File: config.mk
export PLATFORM = sky130hd
export DESIGN_NAME = least_loaded_node_table
export DESIGN_NICKNAME = d
export VERILOG_FILES = /design/src/hdl/llnt_pkg.sv /design/src/hdl/llnt_ctrl.sv /design/src/hdl/llnt_dpath.sv /design/src/hdl/least_loaded_node_table.sv
export SDC_FILE = /design/constraint.sdc
export NUM_CORES = 2
export LEC_CHECK = 0
export BUFFER_PORTS_ARGS = -buffer_cell sky130_fd_sc_hd__clkbuf_2
export CAP_MARGIN = 20
export CORE_MARGIN = 4
export CORE_UTILIZATION = 40
export CTS_CLUSTER_SIZE = 20
export DETAILED_ROUTE_END_ITERATION = 10
export PLACE_DENSITY = 0.65
export SYNTH_ARGS = -nofsm -noshare
export SYNTH_HDL_FRONTEND = slang
export SYNTH_HIERARCHICAL = 1
export SYNTH_SLANG_ARGS = --single-unit
export TNS_END_PERCENT = 20
File: constraint.sdc
create_clock -name clk -period 8.5 [get_ports clk]
set_clock_uncertainty 0.2 [all_clocks]
set_input_delay 0.85 -clock clk [delete_from_list [all_inputs] [get_ports clk]]
set_output_delay 0.85 -clock clk [all_outputs]
set_load 0.02 [all_outputs]
File: src/hdl/llnt_pkg.sv
// ----------------------------------------------------------------------------
// llnt_pkg
// Shared types and constants of the least loaded node table.
// ----------------------------------------------------------------------------
package llnt_pkg;

  localparam int SLOTS_DEF = 32;

  localparam int TYPE_W = 16;
  localparam int ID_W   = 16;
  localparam int LOAD_W = 32;
  localparam int CMD_W  = 3;

  localparam int IN_DATA_W  = 104;  // 99 bits of fields, zero padded to bytes
  localparam int OUT_DATA_W = 56;   // 51 bits of fields, zero padded to bytes

  typedef enum logic [CMD_W-1:0] {
    CMD_REPORT = 3'd0,
    CMD_CLOSE  = 3'd1,
    CMD_CHOOSE = 3'd2,
    CMD_CHECK  = 3'd3,
    CMD_GET    = 3'd4
  } cmd_t;

  // one table row as stored in the memory
  typedef struct packed {
    logic                     valid;
    logic [TYPE_W-1:0]        ntype;
    logic [ID_W-1:0]          nid;
    logic signed [LOAD_W-1:0] nload;
  } entry_t;

  // controller to datapath
  typedef struct packed {
    logic load_item;  // latch the accepted item, clear scan results
    logic rd_en;      // read the row at the scan address
    logic clear_wr;   // write an empty row at the scan address
    logic commit;     // apply the table update and load the result register
  } ctl_cmd_t;

  // datapath to controller
  typedef struct packed {
    logic out_free;   // result register can take a new result this cycle
  } dp_sts_t;

endpackage

File: src/hdl/llnt_ctrl.sv
// ----------------------------------------------------------------------------
// llnt_ctrl
// Sequencer: clearing pass after reset, then per item a scan over all rows,
// a drain state for the read pipeline and a commit.
// ----------------------------------------------------------------------------
module llnt_ctrl #(
  parameter int SLOTS = llnt_pkg::SLOTS_DEF
) (
  input  logic                       clk,
  input  logic                       rst_n,
  input  logic                       in_tvalid,
  output logic                       in_tready,
  input  llnt_pkg::dp_sts_t          sts,
  output llnt_pkg::ctl_cmd_t         cmd,
  output logic [$clog2(SLOTS)-1:0]   addr
);
  import llnt_pkg::*;

  localparam int AW = $clog2(SLOTS);

  typedef enum logic [2:0] {
    ST_CLEAR,
    ST_IDLE,
    ST_SCAN,
    ST_DRAIN,
    ST_COMMIT
  } state_t;

  state_t        state_r, state_nxt;
  logic [AW-1:0] cnt_r, cnt_nxt;
  logic          cnt_last;

  assign cnt_last  = (cnt_r == AW'(SLOTS - 1));
  assign in_tready = (state_r == ST_IDLE);
  assign addr      = cnt_r;

  always_comb begin
    state_nxt     = state_r;
    cnt_nxt       = cnt_r;
    cmd           = '0;
    case (state_r)
      ST_CLEAR: begin
        cmd.clear_wr = 1'b1;
        cnt_nxt      = cnt_r + AW'(1);
        if (cnt_last) begin
          cnt_nxt   = '0;
          state_nxt = ST_IDLE;
        end
      end
      ST_IDLE: begin
        if (in_tvalid) begin
          cmd.load_item = 1'b1;
          cnt_nxt       = '0;
          state_nxt     = ST_SCAN;
        end
      end
      ST_SCAN: begin
        cmd.rd_en = 1'b1;
        cnt_nxt   = cnt_r + AW'(1);
        if (cnt_last) begin
          cnt_nxt   = '0;
          state_nxt = ST_DRAIN;
        end
      end
      // last row is still in the read register
      ST_DRAIN: begin
        state_nxt = ST_COMMIT;
      end
      ST_COMMIT: begin
        if (sts.out_free) begin
          cmd.commit = 1'b1;
          state_nxt  = ST_IDLE;
        end
      end
      default: begin
        state_nxt = ST_IDLE;
      end
    endcase
  end

  always_ff @(posedge clk) begin
    if (!rst_n) begin
      state_r <= ST_CLEAR;
      cnt_r   <= '0;
    end else begin
      state_r <= state_nxt;
      cnt_r   <= cnt_nxt;
    end
  end

endmodule

File: src/hdl/llnt_dpath.sv
// ----------------------------------------------------------------------------
// llnt_dpath
// Node table memory, scan accumulators (match, free slot, minimum, sum),
// table update and result register.
// ----------------------------------------------------------------------------
module llnt_dpath #(
  parameter int SLOTS = llnt_pkg::SLOTS_DEF
) (
  input  logic                               clk,
  input  logic                               rst_n,
  input  llnt_pkg::ctl_cmd_t                 cmd,
  input  logic [$clog2(SLOTS)-1:0]           addr,
  output llnt_pkg::dp_sts_t                  sts,
  input  logic [llnt_pkg::CMD_W-1:0]         in_cmd,
  input  logic [llnt_pkg::TYPE_W-1:0]        in_node_type,
  input  logic [llnt_pkg::ID_W-1:0]          in_node_id,
  input  logic signed [llnt_pkg::LOAD_W-1:0] in_load,
  input  logic signed [llnt_pkg::LOAD_W-1:0] in_limit,
  output logic                               out_tvalid,
  input  logic                               out_tready,
  output logic [llnt_pkg::OUT_DATA_W-1:0]    out_tdata
);
  import llnt_pkg::*;

  localparam int AW    = $clog2(SLOTS);
  localparam int SUM_W = LOAD_W + AW + 1;

  entry_t mem [SLOTS];

  // latched item
  cmd_t                     cmd_r;
  logic [TYPE_W-1:0]        type_r;
  logic [ID_W-1:0]          id_r;
  logic signed [LOAD_W-1:0] load_r;
  logic signed [LOAD_W-1:0] limit_r;

  // read pipeline
  entry_t        rdata_r;
  logic          rd_vld_r;
  logic [AW-1:0] rd_idx_r;

  // scan results
  logic                     hit_r;
  logic [AW-1:0]            hit_idx_r;
  logic signed [LOAD_W-1:0] hit_load_r;
  logic                     free_r;
  logic [AW-1:0]            free_idx_r;
  logic                     best_vld_r;
  logic [ID_W-1:0]          best_id_r;
  logic signed [LOAD_W-1:0] best_load_r;
  logic signed [SUM_W-1:0]  sum_r;

  // result register
  logic                     out_vld_r;
  logic                     found_r;
  logic [ID_W-1:0]          chosen_id_r;
  logic signed [LOAD_W-1:0] load_value_r;
  logic                     over_limit_r;
  logic                     table_full_r;

  logic                     type_match;
  logic                     id_match;
  logic                     wr_en;
  logic [AW-1:0]            wr_idx;
  entry_t                   wr_data;

  logic                     found_c;
  logic [ID_W-1:0]          chosen_id_c;
  logic signed [LOAD_W-1:0] load_value_c;
  logic                     over_limit_c;
  logic                     table_full_c;

  assign type_match = rdata_r.valid && (rdata_r.ntype == type_r);
  assign id_match   = type_match && (rdata_r.nid == id_r);

  assign sts.out_free = !out_vld_r || out_tready;

  // table update and result selection at commit
  always_comb begin
    wr_en        = 1'b0;
    wr_idx       = hit_r ? hit_idx_r : free_idx_r;
    wr_data      = '{valid: 1'b1, ntype: type_r, nid: id_r, nload: load_r};
    found_c      = 1'b0;
    chosen_id_c  = '0;
    load_value_c = '0;
    over_limit_c = 1'b0;
    table_full_c = 1'b0;
    case (cmd_r)
      CMD_REPORT: begin
        wr_en        = hit_r || free_r;
        table_full_c = !hit_r && !free_r;
      end
      CMD_CLOSE: begin
        wr_en         = hit_r;
        wr_data.valid = 1'b0;
      end
      CMD_CHOOSE: begin
        found_c      = best_vld_r;
        chosen_id_c  = best_vld_r ? best_id_r : '0;
        load_value_c = best_vld_r ? best_load_r : '0;
      end
      CMD_CHECK: begin
        over_limit_c = (sum_r > SUM_W'(limit_r));
      end
      CMD_GET: begin
        found_c      = hit_r;
        chosen_id_c  = hit_r ? id_r : '0;
        load_value_c = hit_r ? hit_load_r : '0;
      end
      default: begin
        wr_en = 1'b0;
      end
    endcase
  end

  // memory write port
  always_ff @(posedge clk) begin
    if (cmd.clear_wr) begin
      mem[addr] <= '0;
    end else if (cmd.commit && wr_en) begin
      mem[wr_idx] <= wr_data;
    end
  end

  // memory read port
  always_ff @(posedge clk) begin
    if (cmd.rd_en) begin
      rdata_r <= mem[addr];
    end
    rd_idx_r <= addr;
  end

  // item latch
  always_ff @(posedge clk) begin
    if (cmd.load_item) begin
      cmd_r   <= cmd_t'(in_cmd);
      type_r  <= in_node_type;
      id_r    <= in_node_id;
      load_r  <= in_load;
      limit_r <= in_limit;
    end
  end

  // scan accumulators
  always_ff @(posedge clk) begin
    if (!rst_n) begin
      rd_vld_r   <= 1'b0;
      hit_r      <= 1'b0;
      free_r     <= 1'b0;
      best_vld_r <= 1'b0;
      sum_r      <= '0;
    end else begin
      rd_vld_r <= cmd.rd_en;
      if (cmd.load_item) begin
        hit_r      <= 1'b0;
        free_r     <= 1'b0;
        best_vld_r <= 1'b0;
        sum_r      <= '0;
      end else if (rd_vld_r) begin
        if (id_match) begin
          hit_r      <= 1'b1;
          hit_idx_r  <= rd_idx_r;
          hit_load_r <= rdata_r.nload;
        end
        // lowest empty row wins
        if (!rdata_r.valid && !free_r) begin
          free_r     <= 1'b1;
          free_idx_r <= rd_idx_r;
        end
        // strict compare keeps the lowest row on ties
        if (type_match && (!best_vld_r || (rdata_r.nload < best_load_r))) begin
          best_vld_r  <= 1'b1;
          best_id_r   <= rdata_r.nid;
          best_load_r <= rdata_r.nload;
        end
        if (type_match) begin
          sum_r <= sum_r + SUM_W'(rdata_r.nload);
        end
      end
    end
  end

  // result register
  always_ff @(posedge clk) begin
    if (!rst_n) begin
      out_vld_r <= 1'b0;
    end else if (cmd.commit) begin
      out_vld_r <= 1'b1;
    end else if (out_tready) begin
      out_vld_r <= 1'b0;
    end
  end

  always_ff @(posedge clk) begin
    if (cmd.commit) begin
      found_r      <= found_c;
      chosen_id_r  <= chosen_id_c;
      load_value_r <= load_value_c;
      over_limit_r <= over_limit_c;
      table_full_r <= table_full_c;
    end
  end

  assign out_tvalid = out_vld_r;
  assign out_tdata  = {5'b0, table_full_r, over_limit_r, load_value_r, chosen_id_r, found_r};

endmodule

File: src/hdl/least_loaded_node_table.sv
// After an input transfer the controller scans all rows, drains the read register
//   and commits once the result register is free; only then is a new item taken.
//   The scan reads one row per cycle through the table memory's read port.
// reset: synchronous active low; afterwards a clearing pass empties the table,
//   with in_tready low until it is done
// ----------------------------------------------------------------------------
// least_loaded_node_table
// Node table with report, close, least-loaded choose, overload check and get.
// ----------------------------------------------------------------------------
module least_loaded_node_table #(
  parameter int SLOTS = llnt_pkg::SLOTS_DEF
) (
  input  logic                                clk,
  input  logic                                rst_n,
  input  logic                                in_tvalid,
  output logic                                in_tready,
  // cmd[2:0], node_type[18:3], node_id[34:19], load[66:35], limit[98:67]
  input  logic [llnt_pkg::IN_DATA_W-1:0]      in_tdata,
  output logic                                out_tvalid,
  input  logic                                out_tready,
  // found[0], chosen_id[16:1], load_value[48:17], over_limit[49], table_full[50]
  output logic [llnt_pkg::OUT_DATA_W-1:0]     out_tdata
);
  import llnt_pkg::*;

  localparam int AW = $clog2(SLOTS);

  ctl_cmd_t      ctl_cmd;
  dp_sts_t       dp_sts;
  logic [AW-1:0] scan_addr;

  llnt_ctrl #(
    .SLOTS (SLOTS)
  ) u_ctrl (
    .clk       (clk),
    .rst_n     (rst_n),
    .in_tvalid (in_tvalid),
    .in_tready (in_tready),
    .sts       (dp_sts),
    .cmd       (ctl_cmd),
    .addr      (scan_addr)
  );

  llnt_dpath #(
    .SLOTS (SLOTS)
  ) u_dpath (
    .clk          (clk),
    .rst_n        (rst_n),
    .cmd          (ctl_cmd),
    .addr         (scan_addr),
    .sts          (dp_sts),
    .in_cmd       (in_tdata[2:0]),
    .in_node_type (in_tdata[18:3]),
    .in_node_id   (in_tdata[34:19]),
    .in_load      (in_tdata[66:35]),
    .in_limit     (in_tdata[98:67]),
    .out_tvalid   (out_tvalid),
    .out_tready   (out_tready),
    .out_tdata    (out_tdata)
  );

  // table is being cleared right after reset
  a_clear_after_reset: assert property (@(posedge clk)
    !rst_n |=> !in_tready)
    else $error("input accepted during clearing pass");

  // one item at a time
  a_one_in_flight: assert property (@(posedge clk) disable iff (!rst_n)
    (in_tvalid && in_tready) |=> !in_tready)
    else $error("second item accepted while one is in work");

  // a commit never overwrites a result that has not been taken
  a_commit_free: assert property (@(posedge clk) disable iff (!rst_n)
    ctl_cmd.commit |-> (!out_tvalid || out_tready))
    else $error("result overwritten before transfer");

  a_commit_shows: assert property (@(posedge clk) disable iff (!rst_n)
    ctl_cmd.commit |=> out_tvalid)
    else $error("commit did not present a result");

endmodule

=== Word-level counts from Yosys, hierarchy flattened ===
Memory sizes are Yosys's and may differ from the RTL's. A register that Yosys moved wholly into a read port is not among the register bits.
Cells that the tools add are included.

* Bits in registers: 296
* RAM bits: 2080
* Output and inout bits: 58
* Memories: 1

{| class="wikitable"
|+ Memories
! name !! depth !! width !! rd ports !! clocked after memory_dff !! wr ports !! RTL line !! source
|-
| u_dpath.mem || 32 || 65 || 1 || 1 || 1 || llnt_dpath.sv:28 || <nowiki>entry_t mem [SLOTS];</nowiki>
|}

* $add $sub $neg: 2
* Magnitude comparators: 2
* Eq/ne operators: 15
* Muxes and demuxes: 34
* Bitwise operators: 2
* Reductions and logical operators: 30

{| class="wikitable"
|+ Operators by type and width
! cell !! number
|-
| 65-bit 2-to-1 mux || 1
|-
| 65-bit OR reduction || 1
|-
| 32-bit 2-to-1 mux || 2
|-
| 32-bit one-hot mux with 2 select lines || 1
|-
| 38-bit by 32-bit adder with 38-bit output || 1
|-
| 38-bit by 32-bit > comparator with 1-bit output || 1
|-
| 16-bit equality test || 2
|-
| 32-bit < comparator || 1
|-
| 16-bit 2-to-1 mux || 2
|-
| 16-bit one-hot mux with 2 select lines || 1
|-
| 5-bit 2-to-1 mux || 4
|-
| 4-bit AND reduction || 4
|-
| 1-bit 2-to-1 mux || 15
|-
| 3-bit one-hot mux with 5 select lines || 1
|-
| 3-bit by 2-bit equality test with 1-bit output, second input constant || 4
|-
| 3-bit 2-to-1 mux || 4
|-
| 5-bit one-hot mux with 2 select lines || 1
|-
| 2-bit AND reduction || 5
|-
| 3-bit by 1-bit equality test with 1-bit output, second input constant || 2
|-
| 3-bit equality test, second input constant || 2
|-
| 1-bit logical AND || 6
|-
| 3-bit zero test || 2
|-
| 5-bit by 1-bit adder with 5-bit output, second input constant || 1
|-
| 5-bit equality test, second input constant || 1
|-
| 8 further kinds || 20
|}

=== Logic depth before layout (Yosys ltp) ===
* Depth after elaboration: 10
* Depth in mapped cells: 11
* Mapped depth without buffers: 11

=== By module ===
The synthesis kept the hierarchy.

{| class="wikitable"
|+ By module, submodules not included
! module !! instances !! cells an instance !! area an instance (sq um)
|-
| llnt_dpath || 1 || 4222 || 94689.6
|-
| llnt_ctrl || 1 || 52 || 431.7
|}

=== Least setup slack after synthesis ===
No wires, ideal clock.

* Path type: input-to-reg
* Start: input in_tvalid
* End: register u_dpath.best_id_r[0], enable pin
* Arrival: 6589 ps
* Required time: 7774 ps
* Slack: 1185 ps
* Cell stages on the path: 5
* Cells stage by stage: and2_1 -> nand2b_1 -> clkbuf_1 -> buf_1 -> a211oi_1

* Longest elaborated chain between the ends: 4

{| class="wikitable"
|+ Ends and longest elaborated chain
! what !! RTL line !! source
|-
| start: declaration || least_loaded_node_table.sv:15 || <nowiki>input logic in_tvalid,</nowiki>
|-
| 1-bit 2-to-1 mux || llnt_ctrl.sv:51 || <nowiki>if (in_tvalid) begin</nowiki>
|-
| 1-bit 2-to-1 mux || llnt_ctrl.sv:41 || <nowiki>case (state_r)</nowiki>
|-
| 1-bit NOT (no line) || -- ||
|-
| 4-bit AND reduction (no line) || -- ||
|-
| end signal: assignment || llnt_dpath.sv:173 || <nowiki>best_id_r <= rdata_r.nid;</nowiki>
|-
| end: declaration || llnt_dpath.sv:49 || <nowiki>logic [ID_W-1:0] best_id_r;</nowiki>
|}

No other way between the ends.
A chain may end at the register's enable or synchronous reset.

=== Final worst setup path ===
* Start: register u_dpath.hit_r
* End: memory u_dpath/mem[28][54] in the netlist's numbering, enable pin

* Longest elaborated chain between the ends: 8
* Elaborated cells on any way between the ends: 10

{| class="wikitable"
|+ Ends and longest elaborated chain
! what !! RTL line !! source
|-
| start: declaration || llnt_dpath.sv:43 || <nowiki>logic hit_r;</nowiki>
|-
| start signal: assignment || llnt_dpath.sv:148 || <nowiki>hit_r <= 1'b0;</nowiki>
|-
| start signal: assignment || llnt_dpath.sv:155 || <nowiki>hit_r <= 1'b0;</nowiki>
|-
| start signal: assignment || llnt_dpath.sv:161 || <nowiki>hit_r <= 1'b1;</nowiki>
|-
| 1-bit logical OR || llnt_dpath.sv:90 || <nowiki>wr_en = hit_r || free_r;</nowiki>
|-
| 1-bit one-hot mux with 2 select lines || llnt_dpath.sv:88 || <nowiki>case (cmd_r)</nowiki>
|-
| 1-bit logical AND || llnt_dpath.sv:120 || <nowiki>end else if (cmd.commit && wr_en) begin</nowiki>
|-
| 1-bit 2-to-1 mux || llnt_dpath.sv:120 ||
|-
| 1-bit 2-to-1 mux || llnt_dpath.sv:118 || <nowiki>if (cmd.clear_wr) begin</nowiki>
|-
| 1-bit 2-to-1 mux (not written as such) || llnt_dpath.sv:121 || <nowiki>mem[wr_idx] <= wr_data;</nowiki>
|-
| 65-bit OR reduction (no line) || -- ||
|-
| 5-bit 2-to-1 mux (no line) / 1-bit 2-to-1 mux (equally long branches) || -- ||
|-
| end: declaration || llnt_dpath.sv:28 ||
|}

Several ways; a longest one is shown, not always the timed one.

==> flow_summary.json <==
{
  "status": "complete, no violations",
  "cap_violations": 0,
  "netlist_area_sq_um": 95120,
  "vdd_drop_max_mv": 0.2400,
  "slew_viol_final": 0,
  "antenna_left": 0,
  "cp_data_required_time_ns": 8.79,
  "max_stage_delay_ns": 0.82,
  "p_leak_nw": 39.76,
  "cts.sink_count": 2441,
  "finalSetupViolCount": 0,
  "drive_gt1_share_pct": 28.99,
  "cpMaxStageDelayCell": "nor2_4",
  "routabilityCongestion": 0.8634,
  "wl_met3_um": 19900,
  "grt_use_total_pct": 18.77,
  "first_global_vias": 45780,
  "port_buffers": 155,
  "io-pin-count": 166,
  "grt_start_max_net_pins": 128,
  "tightest_slew_ns": 1.124,
  "cts-buffers-inserted": 236,
  "antenna_found_initial": 13,
  "critPathTopFamily": "simple AND/OR/NAND/NOR gates",
  "ys_warn_count": 6,
  "drcViolationCount": 0,
  "synth_flop_cell": "edfxtp_1",
  "tritoncts": "done",
  "crit_type": "reg2reg",
  "nNetsFinal": 4910,
  "clk_pin_slew_worst_paths_ns": 0.06,
  "postCtsSetupRepairBufs": 0,
  "grt_overflow": 0,
  "hold_viol": 0,
  "routed_via_density": 5.716,
  "initial_utilization_pct": 40.33,
  "die_h_um": 495.7,
  "wire_per_inst_um": 28.83,
  "max-slew-margin-rel_pct": 25.10,
  "power_density_nw_per_um2": 226.9,
  "ys_seq_elements": 2441,
  "fill_cells": 19140,
  "top_layer_used": "met4",
  "power_mw": 24.88,
  "synth_adder_area_share_pct": 1.442,
  "hp-class": "in2reg",
  "grt_pass1_wl_um": 334200,
  "synth_edf_count": 2385,
  "path_buf_inv": 2,
  "num_rows": 178,
  "fin_tns_setup_ns": 0,
  "synth_top_area_cell": "edfxtp_1",
  "dp_hpwl_um": 127300,
  "syn2layout_area_growth_pct": 15.26,
  "routed_wl_um": 232200,
  "critical_path.cell_chain": "o211ai_1 > nor2_4 > buf_4 > nor2_1 > a21o_1 > nor2_1 > nand2_1 > nor2_4 > buf_4",
  "fin_crit_ns": 5.148,
  "htree_levels": 4,
  "period_share_pct": 60.56,
  "die_w_um": 495.7,
  "worst_setup_path_end_kind": "flop",
  "syn_avg_cell_area_sq_um": 22.26,
  "core_sq_um": 235900,
  "syn_inst": 4274,
  "startpoint_type": "flop",
  "cp.arrival_ns": 5.44,
  "dr_total_vias": 46030,
  "drt-met1-wl_um": 97950,
  "cts_root_buf": "clkbuf_16",
  "async_flop_share_pct": 0,
  "synth_top_family_by_area": "multiplexers",
  "fmax_mhz": 194.3,
  "rsz0062_at_grt": "no",
  "cts_buffer_depth": 3,
  "synth_top_area_share_pct": 75.29,
  "wl_met2_um": 109000,
  "synthMuxAreaShare_pct": 16.22,
  "synthDistinctLibCells": 74,
  "ys_seq_area_share_pct": 76.47,
  "drt-pass1-iter-count": 7,
  "synth_xor_area_share_pct": 0.5525,
  "crit_path_max_fanout": 28,
  "die_area_sq_um": 245700,
  "synth-simple-area-share_pct": 1.928,
  "synth_compound_area_share_pct": 2.123,
  "drtIter0Drc": 5280,
  "synth_common_cells": "edfxtp_1 (2385), mux4_2 (650), ha_1 (108), clkbuf_1 (107), nand2_1 (102)",
  "insertion_delay_ns": 0.87,
  "yosys.cell_count.top_type": "edfxtp_1",
  "ys_top_cells_by_area": "edfxtp_1 (75%), mux4_2 (15%), ha_1 (1.4%), dfxtp_1 (1.2%), mux2_2 (0.77%)"
}
[metal layers]
| metal | track usage [%] | vias up |
|---|---|---|
| li1 | - | 18820 |
| met5 | 0 | - |
| met4 | 4.653 | 0 |
| met1 | 27.60 | 24810 |
| met2 | 29.17 | 2067 |
| met3 | 3.595 | 336 |
[kinds of logic (layout without fill, tap and decap cells)]
| group | count (synthesis) | in the layout |
|---|---|---|
| compound gates | 295 | 295 |
| xor+xnor | 60 | 60 |
| fa+ha+maj | 109 | 109 |
| buf+inv | 281 | 901 |
| flops | 2441 | 2441 |
| mux | 721 | 721 |
| other cells | 1 | 10 |
| simple gates | 366 | 366 |
[stage by stage]
stage	util [%]	hold slack [ns]	setup slack [ns]	instances	instance area [sq um]
2_1_floorplan	-	0.1665	1.185	4278	95140
6_report	46.49	0.09684	3.352	8053	109600
3_5_place_dp	42.56	0.2131	2.857	7493	100400
4_1_cts	46.35	0.04878	3.351	8034	109300
3_3_place_gp	42.56	0.2053	2.862	7493	100400
5_1_grt	46.48	0.05727	3.206	8049	109600
[placed cells by master, fill, tap and decap left out, types with 9 or more instances in the layout]
cell type,count
edfxtp_1,2385
mux4_2,650
clkbuf_16,240
clkbuf_2,155
ha_1,108
nand2_1,102
dlygate4sd3_1,98
buf_4,90
a21oi_1,82
inv_1,81
and2_1,66
mux2_2,65
nor2_1,55
clkinv_1,53
dfxtp_1,51
clkinv_2,50
a21o_1,50
a22o_1,48
xor2_1,42
clkbuf_1,34
nor2_4,33
bufinv_16,32
o21ai_0,30
nand4_1,22
buf_12,20
xnor2_1,18
nor3_1,13
clkinvlp_4,12
nor2b_1,12
a31oi_1,12
nand3_1,11
a211oi_1,10
nor4_1,9
o21a_1,9
[where the power goes]
part,switching (mW),internal (mW)
Clock,4.55,6.12
Sequential,0.0461,13.1
Combinational,0.583,0.429
Total,5.18,19.7
[final cells by class]
class	instances	area (sq um)	share of cell area [%]
flip-flops and latches	2441	72760	66.36
multi-input cells	1556	21530	19.64
clock buffers	273	6086	5.551
inverters	81	304.0	0.2773
diodes	5	12.51	0.01141
clock inverters	170	1863	1.699
well taps	3150	3941	3.595
repair buffers	377	3144	2.868
[what timing repair did]
item,CTS,global route
resized for setup,0,0
hold endpoints to repair,98,0
hold buffers,98,0
[final timing paths]
path              depth (start not counted)  slack (ns)           startpoint                     to
setup / recovery                          9        3.35        u_dpath/hit_r    u_dpath/mem[28][54]
hold / removal                            1         0.1          in_tdata[3]      u_dpath/type_r[0]
setup reg to reg                          9        3.35        u_dpath/hit_r    u_dpath/mem[28][54]
hold reg to reg                           0        0.24  u_dpath/rd_idx_r[3]  u_dpath/free_idx_r[3]
[flip-flops by register name (all words and copies together) (netlist names), 32 cells and up]
name                  flops
u_dpath/best_load_r      32
u_dpath/hit_load_r       32
u_dpath/limit_r          32
u_dpath/load_r           32
u_dpath/load_value_r     32
u_dpath/mem            2080
u_dpath/rdata_r          65
u_dpath/sum_r            38
No activity file was read; power rests on OpenSTA's default activity.
